<file path="config.mk">
export PLATFORM = sky130hd
export DESIGN_NAME = ddpi_ctrl
export DESIGN_NICKNAME = d
export VERILOG_FILES = /design/src/rtl/ddpi_pkg.sv /design/src/rtl/ddpi_ctrl.sv
export SDC_FILE = /design/constraint.sdc
export NUM_CORES = 1
export LEC_CHECK = 0
export BUFFER_PORTS_ARGS = -buffer_cell sky130_fd_sc_hd__buf_2
export CORE_UTILIZATION = 40
export CTS_CLUSTER_DIAMETER = 50
export DETAILED_ROUTE_END_ITERATION = 16
export GPL_TIMING_DRIVEN = 0
export HOLD_SLACK_MARGIN = 0.05
export PLACE_DENSITY = 0.67
export SETUP_SLACK_MARGIN = 0.02
export SYNTH_ARGS = -nofsm -noshare
export SYNTH_HDL_FRONTEND = slang
export SYNTH_SLANG_ARGS = --single-unit
</file>
<file path="constraint.sdc">
create_clock -name clk_i -period 1.8 [get_ports clk_i]
set_clock_uncertainty 0.1 [all_clocks]
set_input_delay 0.18 -clock clk_i [delete_from_list [all_inputs] [get_ports clk_i]]
set_output_delay 0.18 -clock clk_i [all_outputs]
set_load 0.02 [all_outputs]
</file>
<file path="src/rtl/ddpi_pkg.sv">
// Package for the differential-drive pose integrator: widths, fixed-point
// constants, CORDIC arctangent table, state and command types.
// No dependencies; imported by every module of the block.
`default_nettype none

package ddpi_pkg;

  // CORDIC iteration count (8..24) and sequencer counter width
  localparam int CordicSteps = 16;
  localparam int CntW        = $clog2(CordicSteps);

  // cycles from presenting a dividend to the registered quotient
  localparam int DivLat = 3;

  // field widths
  localparam int SpdW  = 16;  // speed, turn rate (Q4.12)
  localparam int PerW  = 10;  // period in ms
  localparam int HeadW = 16;  // heading (Q3.13)
  localparam int PosW  = 32;  // position (Q16.16)

  // internal widths
  localparam int AngW   = 18;            // heading arithmetic before the wrap
  localparam int XyW    = 33;            // CORDIC x/y, Q2.30 with headroom
  localparam int ZW     = 35;            // CORDIC residual angle, Q2.30
  localparam int SpW    = 27;            // speed*period and rate*period
  localparam int ProdW  = XyW + SpW;     // cos/sin times speed*period
  localparam int DivTW  = 32;            // dividend magnitude
  localparam int DivQW  = 26;            // quotient magnitude
  localparam int DivDW  = 9;             // divisor width
  localparam int RecipW = 29;            // reciprocal width
  localparam int RecipShift = 35;        // reciprocal scale 2^35
  localparam int DivPW  = DivTW + RecipW;

  // heading in Q3.13
  localparam logic signed [AngW-1:0] PiQ13     = 18'sd25736;
  localparam logic signed [AngW-1:0] TwoPiQ13  = 18'sd51472;
  localparam logic signed [AngW-1:0] HalfPiQ13 = 18'sd12868;

  // CORDIC constants in Q2.30
  localparam logic signed [ZW-1:0]  PiQ30   = 35'sd3373259426;
  localparam logic signed [XyW-1:0] GainQ30 = 33'sd652032874;
  localparam int ZAlign = 17;  // Q3.13 -> Q2.30

  // rounding: rate*per/500 and cos*spd*per*16/(1000*2^30)
  localparam logic [DivTW-1:0] StepRound = 32'd250;
  localparam logic [ProdW:0]   PosRound  = (ProdW + 1)'(125) << 28;
  localparam int PosShift = 29;

  localparam logic [DivDW-1:0]  Div500   = 9'd500;
  localparam logic [DivDW-1:0]  Div125   = 9'd125;
  localparam logic [RecipW-1:0] Recip500 = 29'd68719476;   // floor(2^35/500)
  localparam logic [RecipW-1:0] Recip125 = 29'd274877906;  // floor(2^35/125)

  localparam logic [PerW-1:0] PeriodReset = 10'd10;

  typedef enum logic [3:0] {
    ST_IDLE,
    ST_PREP,
    ST_ROT,
    ST_MUL_C,
    ST_MUL_S,
    ST_DIV_W1,
    ST_DIV_W2,
    ST_UPD_X,
    ST_UPD_Y,
    ST_OUT
  } state_e;

  typedef enum logic {
    DIV_STEP,  // turn step: rate*per / 500
    DIV_POS    // position step: product / (125*2^29)
  } div_src_e;

  typedef struct packed {
    logic            accept;   // input beat taken this cycle
    logic            prep;     // scale inputs, seed CORDIC
    logic            rot;      // one CORDIC iteration
    logic [CntW-1:0] rot_idx;
    div_src_e        div_src;
    logic            step_ld;  // capture turn step quotient
    logic            mul_c;
    logic            mul_s;
    logic            upd_x;
    logic            upd_y;    // also updates heading
    logic            out_ld;
  } dp_cmd_t;

  typedef struct packed {
    logic in_load;  // current input beat is a pose load
  } dp_sts_t;

  // truncated Q2.30 arctangent of 2^-i
  function automatic logic [29:0] atan_q30(input logic [4:0] idx);
    logic [29:0] r;
    case (idx)
      5'd0:    r = 30'h3243F6A8;
      5'd1:    r = 30'h1DAC6705;
      5'd2:    r = 30'h0FADBAFC;
      5'd3:    r = 30'h07F56EA6;
      5'd4:    r = 30'h03FEAB76;
      5'd5:    r = 30'h01FFD55B;
      5'd6:    r = 30'h00FFFAAA;
      5'd7:    r = 30'h007FFF55;
      5'd8:    r = 30'h003FFFEA;
      5'd9:    r = 30'h001FFFFD;
      5'd10:   r = 30'h000FFFFF;
      5'd11:   r = 30'h0007FFFF;
      5'd12:   r = 30'h0003FFFF;
      5'd13:   r = 30'h0001FFFF;
      5'd14:   r = 30'h0000FFFF;
      5'd15:   r = 30'h00007FFF;
      5'd16:   r = 30'h00003FFF;
      5'd17:   r = 30'h00001FFF;
      5'd18:   r = 30'h00000FFF;
      5'd19:   r = 30'h000007FF;
      5'd20:   r = 30'h000003FF;
      5'd21:   r = 30'h000001FF;
      5'd22:   r = 30'h000000FF;
      5'd23:   r = 30'h0000007F;
      default: r = '0;
    endcase
    return r;
  endfunction

  // single wrap into (-pi, pi]
  function automatic logic signed [AngW-1:0] wrap_once(input logic signed [AngW-1:0] a);
    logic signed [AngW-1:0] r;
    if (a > PiQ13) begin
      r = a - TwoPiQ13;
    end else if (a <= -PiQ13) begin
      r = a + TwoPiQ13;
    end else begin
      r = a;
    end
    return r;
  endfunction

endpackage

`default_nettype wire

</file>
<file path="src/rtl/ddpi_ctrl.sv">
// Sequencer for the pose integrator: input/output handshake, CORDIC
// iteration counter and the per-state datapath commands.
// Depends on ddpi_pkg.
`default_nettype none

module ddpi_ctrl (
  input  wire                 clk_i,
  input  wire                 rst_ni,
  input  wire                 in_valid_i,
  output logic                in_ready_o,
  output logic                out_valid_o,
  input  wire                 out_ready_i,
  input  ddpi_pkg::dp_sts_t   sts_i,
  output ddpi_pkg::dp_cmd_t   cmd_o
);
  import ddpi_pkg::*;

  state_e          state_q, state_d;
  logic [CntW-1:0] cnt_q, cnt_d;
  logic            out_valid_q, out_valid_d;
  logic            out_free;

  assign out_free = !out_valid_q || out_ready_i;

  // next state
  always_comb begin
    state_d = state_q;
    unique case (state_q)
      ST_IDLE: begin
        if (in_valid_i) begin
          state_d = sts_i.in_load ? ST_OUT : ST_PREP;
        end
      end
      ST_PREP:   state_d = ST_ROT;
      ST_ROT: begin
        if (cnt_q == CntW'(CordicSteps - 1)) begin
          state_d = ST_MUL_C;
        end
      end
      ST_MUL_C:  state_d = ST_MUL_S;
      ST_MUL_S:  state_d = ST_DIV_W1;
      ST_DIV_W1: state_d = ST_DIV_W2;
      ST_DIV_W2: state_d = ST_UPD_X;
      ST_UPD_X:  state_d = ST_UPD_Y;
      ST_UPD_Y:  state_d = ST_OUT;
      ST_OUT: begin
        if (out_free) begin
          state_d = ST_IDLE;
        end
      end
      default:   state_d = ST_IDLE;
    endcase
  end

  // commands, counter, output valid
  always_comb begin
    cmd_o         = '0;
    cmd_o.rot_idx = cnt_q;
    cmd_o.div_src = DIV_POS;
    in_ready_o    = 1'b0;
    cnt_d         = '0;
    out_valid_d   = out_ready_i ? 1'b0 : out_valid_q;
    unique case (state_q)
      ST_IDLE: begin
        in_ready_o   = 1'b1;
        cmd_o.accept = in_valid_i;
      end
      ST_PREP:  cmd_o.prep = 1'b1;
      ST_ROT: begin
        cmd_o.rot = 1'b1;
        cnt_d     = cnt_q + 1'b1;
        // turn step division runs alongside the rotations
        if (cnt_q == '0) begin
          cmd_o.div_src = DIV_STEP;
        end
        if (cnt_q == CntW'(DivLat)) begin
          cmd_o.step_ld = 1'b1;
        end
      end
      ST_MUL_C: cmd_o.mul_c = 1'b1;
      ST_MUL_S: cmd_o.mul_s = 1'b1;
      ST_UPD_X: cmd_o.upd_x = 1'b1;
      ST_UPD_Y: cmd_o.upd_y = 1'b1;
      ST_OUT: begin
        if (out_free) begin
          cmd_o.out_ld = 1'b1;
          out_valid_d  = 1'b1;
        end
      end
      default: ;
    endcase
  end

  always_ff @(posedge clk_i or negedge rst_ni) begin
    if (!rst_ni) begin
      state_q     <= ST_IDLE;
      cnt_q       <= '0;
      out_valid_q <= 1'b0;
    end else begin
      state_q     <= state_d;
      cnt_q       <= cnt_d;
      out_valid_q <= out_valid_d;
    end
  end

  assign out_valid_o = out_valid_q;

endmodule

`default_nettype wire

</file>
==> results.ini <==
[synthesis]
ys_ff_latch=9
yosys_most_used_dff=dfrtp_1
synth_common_cells=dfrtp_1 (9), inv_1 (7), nor2_1 (4), nor3_1 (4)
syn_area_um2=553
async_flop_share_pct=100
synth_area_per_cell_um2=9.37
yosys_warnings=0
synth_edf_count=0
yosys.area.top_type=dfrtp_1
synth.distinct_cells=27
syn_inst=59
yosysMostFrequentCell=dfrtp_1
syn-num-nets=66
synthTopCellsByArea=dfrtp_1 (41%), inv_1 (4.8%), ha_1 (4.5%)
yosysSeqAreaShare_pct=40.7
synth.top_cell.area_share_pct=40.7

[global_route]
grt_max_degree=11
grt_use_total_pct=19.0
grt_overflow=0
grt_pass1_vias=426
antenna_found_initial=0
grt_pass1_wl_um=1840

[timing]
fin_crit_sh_pct=114
rsz0062_at_grt=yes
timing.final.ws_setup_ns=-0.254
max_freq_mhz=487
final-hold-violation-count=0
worstMarginPinSlew_ns=0.271
drv_slew=0
min_period_ns=2.05
slew_headroom_pct=81.8
setup_violations=3

[finish]
diodes=0
nets=95
fillers=117
design_area_um2=802
drive_gt1_share_pct=44.8
final_cell_count_no_fill=102
syn_to_final_growth_pct=45.0

[power_and_ir_drop]
power_frac_comb_pct=62.8
power.density_mw_per_mm2=1500
power_frac_clock_pct=12.6
intPower_mw=0.692
sw_frac_of_total_pct=42.6
p_switching_mw=0.513
vdd_ir_drop_max_uv=699
pwr-share-seq_pct=24.6
p_leak_nw=0.410

[floorplan]
rows=13
dieArea_mm2=0.00154
core_area_mm2=0.00130
start_util_pct=42.5
pin_count=21
chipWidth_um=39.2
fp.dieH_um=39.2

[setup_path]
cp.arrival_ns=1.77
ff2ff_path_depth=5
worst_setup_path_start_kind=register
cp.required_ns=1.52
worstSetupPathType=register to output pin
cp_max_fo=2
end_kind=output pin

[place]
postPlaceCellArea_um2=678
io_buffers=20
hpwlAfterDp_um=818
placedCellCount=94
gp_congestion=0.649

[detailed_routing]
ant_nets=0
firstDrtPassIters=4
vias=509
drt_iter0_drc=3
wirelength_um=1150
drc=0
wire_per_inst_um=11.2
routed_via_density=4.99

[min_path]
hp-class=input port to register
hold_path_depth=3

[outcome]
violations=negative setup slack
status=finished with violations

[run]
drv_cap=0

[cts]
clk_path_buf_depth=2
clk_latency_ns=0.25
cts_inserted_buffers=3
clkTransAtPathRegs_ns=0.06
tritoncts=done
htree_num_levels=1
clock-sinks=9
root_buffer=clkbuf_4

[kinds of logic after synthesis]
logic type / synth area share, %
simple gates: 28.3
buf+inv: 11.5
flops: 40.7
compound gates: 10.2
xor+xnor: 4.75
fa+ha+maj: 4.52
[flip-flops by register name (all words and copies together) (netlist names)]
register	count
out_valid_o	1
state_q	4
cnt_q	4
[per-layer routing]
layer,share of wire (%),track usage (%)
met1,43,20.6
met2,51,31.7
met3,3.4,1.73
met4,2.4,18.1
met5,0,0
[layout make-up]
class	count	area [um^2]	area share, %
repair buffers	25	174	21.7
inverters	7	26.3	3.28
clock buffers	4	26.3	3.28
multi-input cells	38	290	36.2
plain buffers	4	41.3	5.15
flip-flops and latches	9	225	28.1
well taps	15	18.8	2.34
[repair_timing]
| action | in CTS | in global routing |
|---|---|---|
| setup endpoints to repair | 4 | 7 |
| gates cloned | 0 | 0 |
| hold buffers | 2 | 0 |
| hold endpoints to repair | 10 | 0 |
| buffers inserted | 3 | 0 |
| pin swaps | 1 | 4 |
| resized for setup | 16 | 6 |
[stage by stage]
step | TNS, ns | hold WS (ns) | worst slack (ns) | power (mW) | utilization, %
2_1_floorplan | 0 | -0.216 | 0.0235 | 0.755 | -
3_3_place_gp | -0.0613 | -0.0629 | -0.0613 | 0.897 | 52.1
3_5_place_dp | -0.0819 | -0.0574 | -0.0756 | 0.918 | 52.1
4_1_cts | -0.820 | 0.148 | -0.291 | 1.19 | 60.8
5_1_grt | -0.792 | 0.170 | -0.313 | 1.29 | 61.6
6_report | -0.582 | 0.161 | -0.254 | 1.20 | 61.6
[worst max-delay path: stages (launching register included)]
cell and delay (ns):
dfrtp_1 0.39, buf_6 0.12, or4b_4 0.54, nor3_4 0.20, and2_4 0.16, buf_6 0.10
[final timing paths]
check                      startpoint         end  slack (ns)
setup / recovery           state_q[3]    cmd_o[5]       -0.25
hold / removal                  sts_i  state_q[3]        0.16
setup reg to reg           state_q[3]  state_q[0]        0.10
hold reg to reg              cnt_q[0]    cnt_q[0]        0.42
max in group asynchronous      rst_ni    cnt_q[0]        1.22
min in group asynchronous      rst_ni    cnt_q[3]        0.21
[layout by cell type, fill, tap and decap left out, types with 2 or more instances in the layout]
cell,netlist,routed
a21oi_1,2,2
and2_4,0,2
buf_2,3,15
buf_4,0,3
buf_6,2,8
clkbuf_4,0,4
dfrtp_1,9,9
dlygate4sd3_1,0,2
ha_1,2,2
inv_1,7,5
inv_2,0,2
nand2_1,2,2
nand2b_1,3,3
nor2_1,4,4
nor3_1,4,4
o21ai_0,2,2
xor2_1,2,2
[power groups by stage]
stage               logic, mW  clock network (mW)  registers (mW)
finish                  0.756               0.152           0.296
global placement        0.604                   0           0.293
CTS                     0.736               0.161           0.296
detailed placement      0.621                   0           0.297
floorplan               0.440                   0           0.315
global route            0.824               0.170           0.300
No activity file was read; power rests on OpenSTA's default activity.
